`src/rtl/sound_channel_allocator_core_defines.svh`:
```
// Assertion macros for the voice allocator core.
`ifndef SOUND_CHANNEL_ALLOCATOR_CORE_DEFINES_SVH
`define SOUND_CHANNEL_ALLOCATOR_CORE_DEFINES_SVH

// Same-cycle implication, checked on clk_i while out of reset.
`define SCA_ASSERT_NOW(label, ante, cons) \
  label: assert property (@(posedge clk_i) disable iff (!rst_ni) (ante) |-> (cons)) \
    else $error("sca: same-cycle check failed");

// Next-cycle implication, checked on clk_i while out of reset.
`define SCA_ASSERT_NEXT(label, ante, cons) \
  label: assert property (@(posedge clk_i) disable iff (!rst_ni) (ante) |=> (cons)) \
    else $error("sca: next-cycle check failed");

`endif

```
`src/rtl/sca_pkg.sv`:
```
// Package of the voice allocator: field widths, codes and shared types.
package sca_pkg;

  localparam int unsigned ENT_W          = 16;
  localparam int unsigned SUB_W          = 4;
  localparam int unsigned TIME_W         = 31;
  localparam int unsigned LEN_W          = 24;
  localparam int unsigned END_W          = 32;
  localparam int unsigned LIFE_W         = 34;
  localparam int unsigned VIDX_W         = 6;
  localparam int unsigned NUM_VOICES_DEF = 8;

  localparam logic signed [LIFE_W-1:0] LIFE_START = 34'sh0_7fff_ffff;
  localparam logic [SUB_W-1:0]         SUB_ANY    = 4'hF;
  localparam logic [SUB_W-1:0]         SUB_NEVER  = 4'h0;

  typedef enum logic [1:0] {
    REQ_ALLOC = 2'd0,
    REQ_STOP  = 2'd1,
    REQ_CLEAR = 2'd2,
    REQ_NONE  = 2'd3
  } req_e;

  typedef enum logic [1:0] {
    ST_IDLE,
    ST_SCAN,
    ST_HOLD
  } state_e;

  // Search record handed from cell to cell.
  typedef struct packed {
    req_e                      req;
    logic [ENT_W-1:0]          ent;
    logic [SUB_W-1:0]          sub;
    logic [TIME_W-1:0]         now;
    logic                      done;
    logic                      hit;
    logic [VIDX_W-1:0]         idx;
    logic signed [LIFE_W-1:0]  life;
  } scan_t;

  // Table update broadcast to all cells.
  typedef struct packed {
    logic                 en;
    logic                 clr;
    logic                 stop;
    logic [VIDX_W-1:0]    idx;
    logic [ENT_W-1:0]     owner;
    logic [SUB_W-1:0]     sub;
    logic [END_W-1:0]     end_time;
  } wr_t;

endpackage

```
`src/rtl/sca_in_if.sv`:
```
// Request channel interface of the voice allocator.
interface sca_in_if;
  logic                               valid;
  logic                               ready;
  logic [1:0]                         req_type;
  logic [sca_pkg::ENT_W-1:0]          entity;
  logic signed [sca_pkg::SUB_W-1:0]   ent_channel;
  logic [sca_pkg::TIME_W-1:0]         now_time;
  logic [sca_pkg::LEN_W-1:0]          sound_length;

  modport source (
    output valid, req_type, entity, ent_channel, now_time, sound_length,
    input  ready
  );
  modport sink (
    input  valid, req_type, entity, ent_channel, now_time, sound_length,
    output ready
  );
endinterface

```
`src/rtl/sca_out_if.sv`:
```
// Result channel interface of the voice allocator.
interface sca_out_if;
  logic                         valid;
  logic                         ready;
  logic                         found;
  logic [sca_pkg::VIDX_W-1:0]   voice_index;

  modport source (
    output valid, found, voice_index,
    input  ready
  );
  modport sink (
    input  valid, found, voice_index,
    output ready
  );
endinterface

```
`src/rtl/sound_channel_allocator_core.sv`:
```
// Top level of the voice allocator: request intake, cell chain, commit and result.
//
// Usage:
//   in_i carries one request item (allocate, stop, clear all); out_o returns
//   one result item (found, voice_index) per request, in order.
//   cfg_we_i/cfg_wdata_i write the listener entity; write only while idle.
//   An accepted item walks the chain of voice cells, one cell per cycle, and
//   the last cell's record is registered in fin_q. The commit
//   cycle updates the table and loads the output register.
//   A new request is accepted only in the idle state, once the previous
//   item has committed.
//   A result waiting in the output register does not block acceptance; a
//   later result waits in the commit stage until out_o is taken.
//   Reset clears the voice table, the listener register and all valids.
`include "sound_channel_allocator_core_defines.svh"

module sound_channel_allocator_core #(
  parameter int unsigned NUM_VOICES = sca_pkg::NUM_VOICES_DEF
) (
  input  logic                       clk_i,
  input  logic                       rst_ni,
  input  logic                       cfg_we_i,
  input  logic [sca_pkg::ENT_W-1:0]  cfg_wdata_i,
  sca_in_if.sink                     in_i,
  sca_out_if.source                  out_o
);
  import sca_pkg::*;

  state_e             state_q, state_d;
  logic [ENT_W-1:0]   listener_q;
  logic [LEN_W-1:0]   len_q;
  scan_t              fin_q;
  logic               out_vld_q;
  logic               found_q;
  logic [VIDX_W-1:0]  idx_q;

  logic               in_acc, slot_free, commit;
  wr_t                wr;
  logic               chain_vld [NUM_VOICES+1];
  scan_t              chain_rec [NUM_VOICES+1];
  logic [NUM_VOICES-1:0] cell_vld;

  assign in_i.ready = (state_q == ST_IDLE);
  assign in_acc     = in_i.valid && in_i.ready;
  assign slot_free  = !out_vld_q || out_o.ready;

  always_ff @(posedge clk_i or negedge rst_ni) begin
    if (!rst_ni) begin
      listener_q <= '0;
    end else if (cfg_we_i) begin
      listener_q <= cfg_wdata_i;
    end
  end

  // head of the chain
  always_comb begin
    chain_vld[0]      = in_acc;
    chain_rec[0].req  = req_e'(in_i.req_type);
    chain_rec[0].ent  = in_i.entity;
    chain_rec[0].sub  = $unsigned(in_i.ent_channel);
    chain_rec[0].now  = in_i.now_time;
    chain_rec[0].done = 1'b0;
    chain_rec[0].hit  = 1'b0;
    chain_rec[0].idx  = '0;
    chain_rec[0].life = LIFE_START;
  end

  for (genvar g = 0; g < NUM_VOICES; g++) begin : g_cell
    sca_voice_cell #(
      .IDX (g)
    ) u_cell (
      .clk_i      (clk_i),
      .rst_ni     (rst_ni),
      .listener_i (listener_q),
      .wr_i       (wr),
      .vld_i      (chain_vld[g]),
      .rec_i      (chain_rec[g]),
      .vld_o      (chain_vld[g+1]),
      .rec_o      (chain_rec[g+1])
    );
    assign cell_vld[g] = chain_vld[g+1];
  end

  always_ff @(posedge clk_i) begin
    if (in_acc) begin
      len_q <= in_i.sound_length;
    end
    if (chain_vld[NUM_VOICES]) begin
      fin_q <= chain_rec[NUM_VOICES];
    end
  end

  // next state
  always_comb begin
    state_d = state_q;
    case (state_q)
      ST_IDLE: if (in_acc) state_d = ST_SCAN;
      ST_SCAN: if (chain_vld[NUM_VOICES]) state_d = ST_HOLD;
      ST_HOLD: if (slot_free) state_d = ST_IDLE;
      default: state_d = ST_IDLE;
    endcase
  end

  always_ff @(posedge clk_i or negedge rst_ni) begin
    if (!rst_ni) begin
      state_q <= ST_IDLE;
    end else begin
      state_q <= state_d;
    end
  end

  // commit outputs
  always_comb begin
    commit      = (state_q == ST_HOLD) && slot_free;
    wr.en       = 1'b0;
    wr.clr      = 1'b0;
    wr.stop     = 1'b0;
    wr.idx      = fin_q.idx;
    wr.owner    = fin_q.ent;
    wr.sub      = fin_q.sub;
    wr.end_time = {1'b0, fin_q.now} + {{(END_W-LEN_W){1'b0}}, len_q};
    if (commit) begin
      case (fin_q.req)
        REQ_ALLOC: wr.en = fin_q.hit;
        REQ_STOP: begin
          wr.en   = fin_q.hit;
          wr.stop = 1'b1;
        end
        REQ_CLEAR: wr.clr = 1'b1;
        default: ;
      endcase
    end
  end

  always_ff @(posedge clk_i or negedge rst_ni) begin
    if (!rst_ni) begin
      out_vld_q <= 1'b0;
    end else if (commit) begin
      out_vld_q <= 1'b1;
    end else if (out_o.ready) begin
      out_vld_q <= 1'b0;
    end
  end

  always_ff @(posedge clk_i) begin
    if (commit) begin
      found_q <= fin_q.hit;
      idx_q   <= fin_q.idx;
    end
  end

  assign out_o.valid       = out_vld_q;
  assign out_o.found       = found_q;
  assign out_o.voice_index = idx_q;

  `SCA_ASSERT_NOW(a_one_token, 1'b1, $countones(cell_vld) <= 1)
  `SCA_ASSERT_NOW(a_tail_in_scan, chain_vld[NUM_VOICES], state_q == ST_SCAN)
  `SCA_ASSERT_NEXT(a_accept_enters, in_acc, cell_vld[0])
  `SCA_ASSERT_NOW(a_index_range, out_vld_q && found_q, idx_q < VIDX_W'(NUM_VOICES - 1) ||
                  idx_q == VIDX_W'(NUM_VOICES - 1))

endmodule

```
`src/rtl/sca_voice_cell.sv`:
```
// One voice of the table plus one stage of the search chain.
module sca_voice_cell #(
  parameter int unsigned IDX = 0
) (
  input  logic                         clk_i,
  input  logic                         rst_ni,
  input  logic [sca_pkg::ENT_W-1:0]    listener_i,
  input  sca_pkg::wr_t                 wr_i,
  input  logic                         vld_i,
  input  sca_pkg::scan_t               rec_i,
  output logic                         vld_o,
  output sca_pkg::scan_t               rec_o
);
  import sca_pkg::*;

  logic [ENT_W-1:0]         owner_q;
  logic [SUB_W-1:0]         sub_q;
  logic [END_W-1:0]         end_q;
  logic                     active_q;
  logic                     vld_q;
  scan_t                    rec_q, rec_d;
  logic signed [LIFE_W-1:0] life;
  logic                     owner_hit, reuse, guarded, sel;

  assign sel = wr_i.en && (wr_i.idx == VIDX_W'(IDX));

  always_ff @(posedge clk_i or negedge rst_ni) begin
    if (!rst_ni) begin
      owner_q  <= '0;
      sub_q    <= '0;
      end_q    <= '0;
      active_q <= 1'b0;
    end else if (wr_i.clr) begin
      owner_q  <= '0;
      sub_q    <= '0;
      end_q    <= '0;
      active_q <= 1'b0;
    end else if (sel) begin
      if (wr_i.stop) begin
        end_q    <= '0;
        active_q <= 1'b0;
      end else begin
        owner_q  <= wr_i.owner;
        sub_q    <= wr_i.sub;
        end_q    <= wr_i.end_time;
        active_q <= 1'b1;
      end
    end
  end

  always_comb begin
    rec_d     = rec_i;
    life      = $signed({2'b00, end_q}) - $signed({3'b000, rec_i.now});
    owner_hit = (owner_q == rec_i.ent);
    reuse     = (rec_i.sub != SUB_NEVER) && owner_hit &&
                ((sub_q == rec_i.sub) || (rec_i.sub == SUB_ANY));
    // listener's live voices are off limits to other entities
    guarded   = (owner_q == listener_i) && (rec_i.ent != listener_i) && active_q;
    case (rec_i.req)
      REQ_ALLOC: begin
        if (!rec_i.done) begin
          if (reuse) begin
            rec_d.done = 1'b1;
            rec_d.hit  = 1'b1;
            rec_d.idx  = VIDX_W'(IDX);
          end else if (!guarded && (life < rec_i.life)) begin
            rec_d.life = life;
            rec_d.hit  = 1'b1;
            rec_d.idx  = VIDX_W'(IDX);
          end
        end
      end
      REQ_STOP: begin
        if (!rec_i.done && owner_hit && (sub_q == rec_i.sub)) begin
          rec_d.done = 1'b1;
          rec_d.hit  = 1'b1;
          rec_d.idx  = VIDX_W'(IDX);
        end
      end
      default: ;
    endcase
  end

  always_ff @(posedge clk_i or negedge rst_ni) begin
    if (!rst_ni) begin
      vld_q <= 1'b0;
    end else begin
      vld_q <= vld_i;
    end
  end

  always_ff @(posedge clk_i) begin
    rec_q <= rec_d;
  end

  assign vld_o = vld_q;
  assign rec_o = rec_q;

endmodule

```
`src/flat_wrapper.sv`:
```
// flat-port wrapper written by rule: the top's interface ports become plain ports
module sound_channel_allocator_core_flat import sca_pkg::*;
#(
  parameter int unsigned NUM_VOICES = sca_pkg::NUM_VOICES_DEF
)
  (clk_i, rst_ni, cfg_we_i, cfg_wdata_i, in_i_valid, in_i_req_type, in_i_entity, in_i_ent_channel, in_i_now_time, in_i_sound_length, in_i_ready, out_o_valid, out_o_found, out_o_voice_index, out_o_ready);
  sca_in_if in_i_i ();
  sca_out_if out_o_i ();
  input  logic clk_i;
  input  logic rst_ni;
  input  logic cfg_we_i;
  input  logic [sca_pkg::ENT_W-1:0] cfg_wdata_i;
  input wire logic [$bits(in_i_i.valid)-1:0] in_i_valid;
  input wire logic [$bits(in_i_i.req_type)-1:0] in_i_req_type;
  input wire logic [$bits(in_i_i.entity)-1:0] in_i_entity;
  input wire logic [$bits(in_i_i.ent_channel)-1:0] in_i_ent_channel;
  input wire logic [$bits(in_i_i.now_time)-1:0] in_i_now_time;
  input wire logic [$bits(in_i_i.sound_length)-1:0] in_i_sound_length;
  output wire logic [$bits(in_i_i.ready)-1:0] in_i_ready;
  output wire logic [$bits(out_o_i.valid)-1:0] out_o_valid;
  output wire logic [$bits(out_o_i.found)-1:0] out_o_found;
  output wire logic [$bits(out_o_i.voice_index)-1:0] out_o_voice_index;
  input wire logic [$bits(out_o_i.ready)-1:0] out_o_ready;
  assign in_i_i.valid = in_i_valid;
  assign in_i_i.req_type = in_i_req_type;
  assign in_i_i.entity = in_i_entity;
  assign in_i_i.ent_channel = in_i_ent_channel;
  assign in_i_i.now_time = in_i_now_time;
  assign in_i_i.sound_length = in_i_sound_length;
  assign in_i_ready = in_i_i.ready;
  assign out_o_valid = out_o_i.valid;
  assign out_o_found = out_o_i.found;
  assign out_o_voice_index = out_o_i.voice_index;
  assign out_o_i.ready = out_o_ready;
  sound_channel_allocator_core #(.NUM_VOICES(NUM_VOICES)) u_core (.clk_i(clk_i), .rst_ni(rst_ni), .cfg_we_i(cfg_we_i), .cfg_wdata_i(cfg_wdata_i), .in_i(in_i_i), .out_o(out_o_i));
endmodule
```
`config.mk`:
```
export PLATFORM = sky130hd
export DESIGN_NAME = sound_channel_allocator_core_flat
export DESIGN_NICKNAME = d
export VERILOG_FILES = /design/src/rtl/sca_pkg.sv /design/src/rtl/sca_in_if.sv /design/src/rtl/sca_out_if.sv /design/src/rtl/sound_channel_allocator_core.sv /design/src/rtl/sca_voice_cell.sv /design/src/flat_wrapper.sv
export VERILOG_INCLUDE_DIRS = /design/src /design/src/rtl
export SDC_FILE = /design/constraint.sdc
export NUM_CORES = 2
export LEC_CHECK = 0
export BUFFER_PORTS_ARGS = -buffer_cell sky130_fd_sc_hd__buf_2
export CELL_PAD_IN_SITES_DETAIL_PLACEMENT = 0
export CELL_PAD_IN_SITES_GLOBAL_PLACEMENT = 2
export CORE_MARGIN = 5
export CORE_UTILIZATION = 45
export DETAILED_ROUTE_END_ITERATION = 7
export GPL_TIMING_DRIVEN = 0
export HOLD_SLACK_MARGIN = 0.03
export PLACE_DENSITY = 0.92
export SLEW_MARGIN = 20
export SYNTH_ARGS = -nofsm -noshare
export SYNTH_HDL_FRONTEND = slang
export SYNTH_SLANG_ARGS = --single-unit
```
`constraint.sdc`:
```
create_clock -name clk_i -period 10.9 [get_ports clk_i]
set_input_delay 1.635 -clock clk_i [delete_from_list [all_inputs] [get_ports clk_i]]
set_output_delay 1.635 -clock clk_i [all_outputs]
set_load 0.02 [all_outputs]
```
### Word-level counts from Yosys, hierarchy flattened

Cells that the tools add are included.
W data, S select, Z words.

* latch bits: 0
* word-level logic and storage cells: 462
* bits in registers: 1266
* bits of input ports: 98
* bits in writable memories: 0
* memory bits (read-only): 0
* output and inout bits: 9
* memories kept: 0

* add/subtract/negate cells: 9
* multiplexer cells: 137
* shift-type cells: 0
* magnitude comparators: 8
* divide/modulo/power cells: 0
* reductions and logical operators: 129
* equality and inequality tests: 63
* bitwise logic cells: 2
* multipliers: 0

Operators with widths (count)
* $mux W32: 17
* $mux W34: 13
* $mux W41: 9
* $mux W16: 17
* $sub A32 B31 Y33: 8
* $eq A16 B16 Y1: 16
* $mux W42: 6
* $lt A33 B34 Y1: 6
* $ne A16 B16 Y1: 8
* $pmux W8 S2: 7
* $mux W4: 17
* $logic_and A1 B1 Y1: 65
* $mux W7: 9
* $mux W8: 7
* $lt A33 B32 Y1 const B: 1
* $lt A33 B33 Y1: 1
* $add A31 B24 Y32: 1
* $eq A4 B4 Y1: 8
* $eq A4 B4 Y1 const B: 8
* $reduce_bool A4 Y1: 8
* $mux W1: 29
* $eq A6 B3 Y1 const B: 4
* $eq A2 B1 Y1 const B: 10
* $logic_not A2 Y1: 10
* 18 further kinds: 63

### Depth between registers and ports, before layout

* depth in word-level cells: 9
* gate-level depth with buffers: 26
* gate-level depth less buffers: 24

### Hierarchy

Synthesis repeated with hierarchy kept, for this count alone.

* cell total of the unflattened synthesis: 6554
* area, all modules: 66406.2 sq um

Modules (own cells, without submodules)
* sca_voice_cell at u_core.g_cell[1].u_cell ...: cells each 798, instances 2, sequential area each 3253.1 sq um, area an instance 7948.9 sq um
* sca_voice_cell at u_core.g_cell[6].u_cell ...: cells each 768, instances 2, sequential area each 3253.1 sq um, area an instance 7674.9 sq um
* sca_voice_cell at u_core.g_cell[0].u_cell: cells each 770, instances 1, sequential area each 3253.1 sq um, area an instance 7747.4 sq um
* sca_voice_cell at u_core.g_cell[4].u_cell: cells each 754, instances 1, sequential area each 3253.1 sq um, area an instance 7534.7 sq um
* sca_voice_cell at u_core.g_cell[3].u_cell: cells each 762, instances 1, sequential area each 3253.1 sq um, area an instance 7508.5 sq um
* sca_voice_cell at u_core.g_cell[5].u_cell: cells each 776, instances 1, sequential area each 3253.1 sq um, area an instance 7438.4 sq um
* sound_channel_allocator_core: cells each 360, instances 1, sequential area each 3208.1 sq um, area an instance 4929.7 sq um

### Least setup slack after synthesis

Ideal clock, no wire load.

* path kind: reg2reg
* start point: reg u_core.g_cell[6].u_cell.end_q[0]
* end point: reg u_core.g_cell[6].u_cell.rec_q (netlist bit u_core.g_cell[6].u_cell.rec_o[10])
* cell stages (with the launch flop): 25
* buffers on the path: 2
* data required time: 10779 ps
* slack: 5836 ps
* period minus slack after synthesis: 5064 ps
* setup time: 121 ps
* data arrival time: 4943 ps
* cell sequence: dfrtp_1 > inv_1 > ha_1 > inv_1 > fa_1 > a211o_1 > a2111oi_4 > a2bb2oi_2 > nor3_1 > o311ai_1 > nand2b_1 > a21o_1 > a31oi_1 > xnor2_1 > ha_1 > a21o_1 > a21o_1 > a211oi_1 > a211oi_1 > o32ai_1 > o311a_1 > and2_1 > buf_2 > buf_2 > mux2_2

RTL lines
* start: declaration: RTL line sca_voice_cell.sv:18 `logic [END_W-1:0] end_q;`
* start signal: assignment: RTL line sca_voice_cell.sv:45 `end_q <= wr_i.end_time;`
* end signal: assignment: RTL line sca_voice_cell.sv:93 `rec_q <= rec_d;`
* end: declaration: RTL line sca_voice_cell.sv:21 `scan_t rec_q, rec_d;`

==> results_dict.tcl <==
set metrics [dict create \
    first_global_vias 44099 \
    fmax_mhz 136.0 \
    fin_skew_ps 27.53 \
    layout_min_cycle_time_ps 7351 \
    p_leak_nw 32.95 \
    fin_util_pct 51.12 \
    slew_headroom_pct 24.62 \
    avgViaCountPerCell 5.446 \
    htree_levels 4 \
    cp-end-kind "flip-flop" \
    grt_max_degree 94 \
    rsz0062_at_grt "no" \
    fp.dieH_um 377.2 \
    postCtsSetupRepairBufs 0 \
    die_area_um2 142300 \
    maxCapViolations 0 \
    status "finished clean" \
    fillCellCount 12365 \
    worstSetupStartpointType "flip-flop" \
    ys_ff_latch 1223 \
    port_buffers 102 \
    r2r_setup_slack_ps 3550 \
    cts_tree "done" \
    powerDensity_nw_per_um2 262.3 \
    start_util_pct 45.35 \
    path_clk_slew_ps 60 \
    synth_seq_area_share_pct 45.48 \
    fin_crit_sh_pct 67.44 \
    drt-total-wl_mm 175.8 \
    yosysMostFrequentCell "dfxtp_1" \
    clockBufferDepth 3 \
    clk_latency_ps 770 \
    netlist_instances 6086 \
    dp_hpwl_mm 140.1 \
    antenna_found_initial 5 \
    io_pins 107 \
    cts_resized 0 \
    hold_viol_final 0 \
    gp_congestion 0.9288 \
    async_reset_ff_share_pct 36.88 \
    grt.total_usage_pct 24.30 \
    synth_top_area_share_pct 22.67 \
    cts_root_buffer "clkbuf_16" \
    yosysUniqueCellTypes 104 \
    overflow 0 \
    yosys.area.top_type "dfxtp_1" \
    row_count 134 \
    drtIter0Drc 3399 \
    syn-cell-area_um2 60670 \
    num_vias 44786 \
    synthTopCellsByCount "687 x dfxtp_1, 561 x inv_1, 518 x nand2_1, 496 x ha_1, 451 x dfrtp_1" \
    tightest_slew_ps 1131 \
    postCtsHoldBufs 0 \
    crit_required_ps 11570 \
    grt_pass1_wl_mm 263.5 \
    synth_area_leaders "dfxtp_1 23%, dfrtp_1 19%, ha_1 10%" \
    cp_max_fo 10 \
    slew_viol_final 0 \
    syn_avg_cell_area_um2 9.969 \
    firstDrtPassIters 7 \
    numCtsBuffers 132 \
    drcViolationCount 0 \
    wl_per_cell_um 21.38 \
    min_path_type "reg2reg" \
    area_growth_pct 12.74 \
    critPathKind "reg2reg" \
    ant_nets 0 \
    clkSinkCount 1223 \
    synth-edff-count 85 \
    ys.warnings.count 0 \
    chipWidth_um 377.2 \
    arrival_ps 8020 \
    fp.coreArea_um2 133800 \
    placed_area_um2 63810 \
    final_nets 6944 \
    ir_drop_mv 0.1370 \
    setup_viol 0 \
    drive_above_1_share_pct 10.51 \
    fin_area_um2 68400 \
    synthFlopType "dfxtp_1" \
]
[registers in the layout, indices dropped and copies added, names as in the netlist]
name,cells
u_core.g_cell.u_cell.rec_o,687
u_core.fin_q,57
u_core.len_q,24
u_core.out_o.voice_index,3
u_core.g_cell.u_cell.sub_q,32
u_core.g_cell.u_cell.owner_q,128
u_core.g_cell.u_cell.vld_o,8
u_core.out_o.valid,1
u_core.listener_q,16
u_core.g_cell.u_cell.active_q,8
u_core.g_cell.u_cell.end_q,256
u_core.out_o.found,1
u_core.state_q,2
[per-layer routing]
layer / global-route usage (%) / share of wire (%) / up-vias
met5: 0 / 0 / -
met1: 35.12 / 48 / 21517
met2: 37.50 / 43 / 1190
met3: 3.480 / 5.4 / 288
met4: 8.142 / 3.4 / 0
li1: - / - / 21791
[cell families (layout without fill, tap and decap cells)]
family,count (synthesis),in the layout,synth area share (%)
AOI/OAI and AO/OA,1403,1403,15.33
other,1,8,0.006181
adders and majority gates,505,505,10.53
and+or+nand+nor,1359,1359,10.77
buffers and inverters,748,1111,4.811
DFF,1223,1223,45.48
muxes,195,195,3.658
xor gates and xnor gates,652,652,9.425
[layout make-up]
type	count	area [um^2]	share of cell area [%]
Multi-Input combinational cell	4117	30280	44.27
Sequential cell	1223	27600	40.34
Clock buffer	181	3847	5.625
Tap cell	1768	2212	3.234
Inverter	561	2106	3.079
Buffer	187	818.3	1.196
Timing Repair Buffer	119	807.0	1.180
Clock inverter	63	723.2	1.057
Antenna cell	5	12.51	0.01829
[placed cells by master (no fill, tap or decap), drive strengths merged, types with 187 or more instances in the layout]
cell / count
a21oi: 284
ha: 496
xnor2: 393
buf: 193
nor2: 218
dfrtp: 451
dfxtp: 687
inv: 569
mux2: 187
clkbuf: 294
o21ai: 411
xor2: 259
nand2: 527
[worst max-delay path, stage by stage (launching register included)]
cell	delay [ps]
dfrtp_1	360
inv_1	80
ha_1	180
inv_1	60
fa_1	450
a21o_1	170
a21oi_1	280
o21ai_1	230
a311oi_1	580
nor3_1	180
nor2_1	280
o21ai_1	170
a221o_1	380
a211oi_1	320
ha_1	270
nand4_1	120
nor4_1	860
o2111ai_1	520
and3_1	380
o21ai_1	180
or4b_4	190
buf_6	190
clkbuf_1	540
nor2_1	110
a21oi_1	180
[per-stage QoR]
stage / setup TNS (ps) / hold WS [ps] / setup slack [ps] / std cells / power [mW]
2_1_floorplan: 0 / 330.8 / 5836 / 6088 / 11.22
3_3_place_gp: -707450 / 334.1 / -1714 / 7958 / 13.12
3_5_place_dp: 0 / 336.9 / 3435 / 7975 / 13.28
4_1_cts: 0 / 340.9 / 3417 / 8219 / 18.01
5_1_grt: 0 / 356.8 / 3339 / 8219 / 19.15
6_report: 0 / 339.9 / 3549 / 8224 / 17.94
[worst paths after layout]
path,start,to,cells past startpoint
max,u_core.g_cell[1].u_cell.end_q[0],u_core.g_cell[1].u_cell.rec_o[2],24
min,u_core.g_cell[6].u_cell.vld_o,u_core.g_cell[7].u_cell.vld_o,0
max reg2reg,u_core.g_cell[1].u_cell.end_q[0],u_core.g_cell[1].u_cell.rec_o[2],24
min reg2reg,u_core.g_cell[6].u_cell.vld_o,u_core.g_cell[7].u_cell.vld_o,0
max in group asynchronous,rst_ni,u_core.g_cell[6].u_cell.end_q[11],5
min in group asynchronous,rst_ni,u_core.g_cell[1].u_cell.owner_q[8],1
[power by group]
| part | leakage (nW) | switching, mW | internal (mW) |
|---|---|---|---|
| combinational | 18.1 | 4.10 | 2.97 |
| clock | 2.24 | 1.90 | 2.76 |
| sequential | 12.6 | 0.655 | 5.55 |
Power figures use the tool's default switching activity.
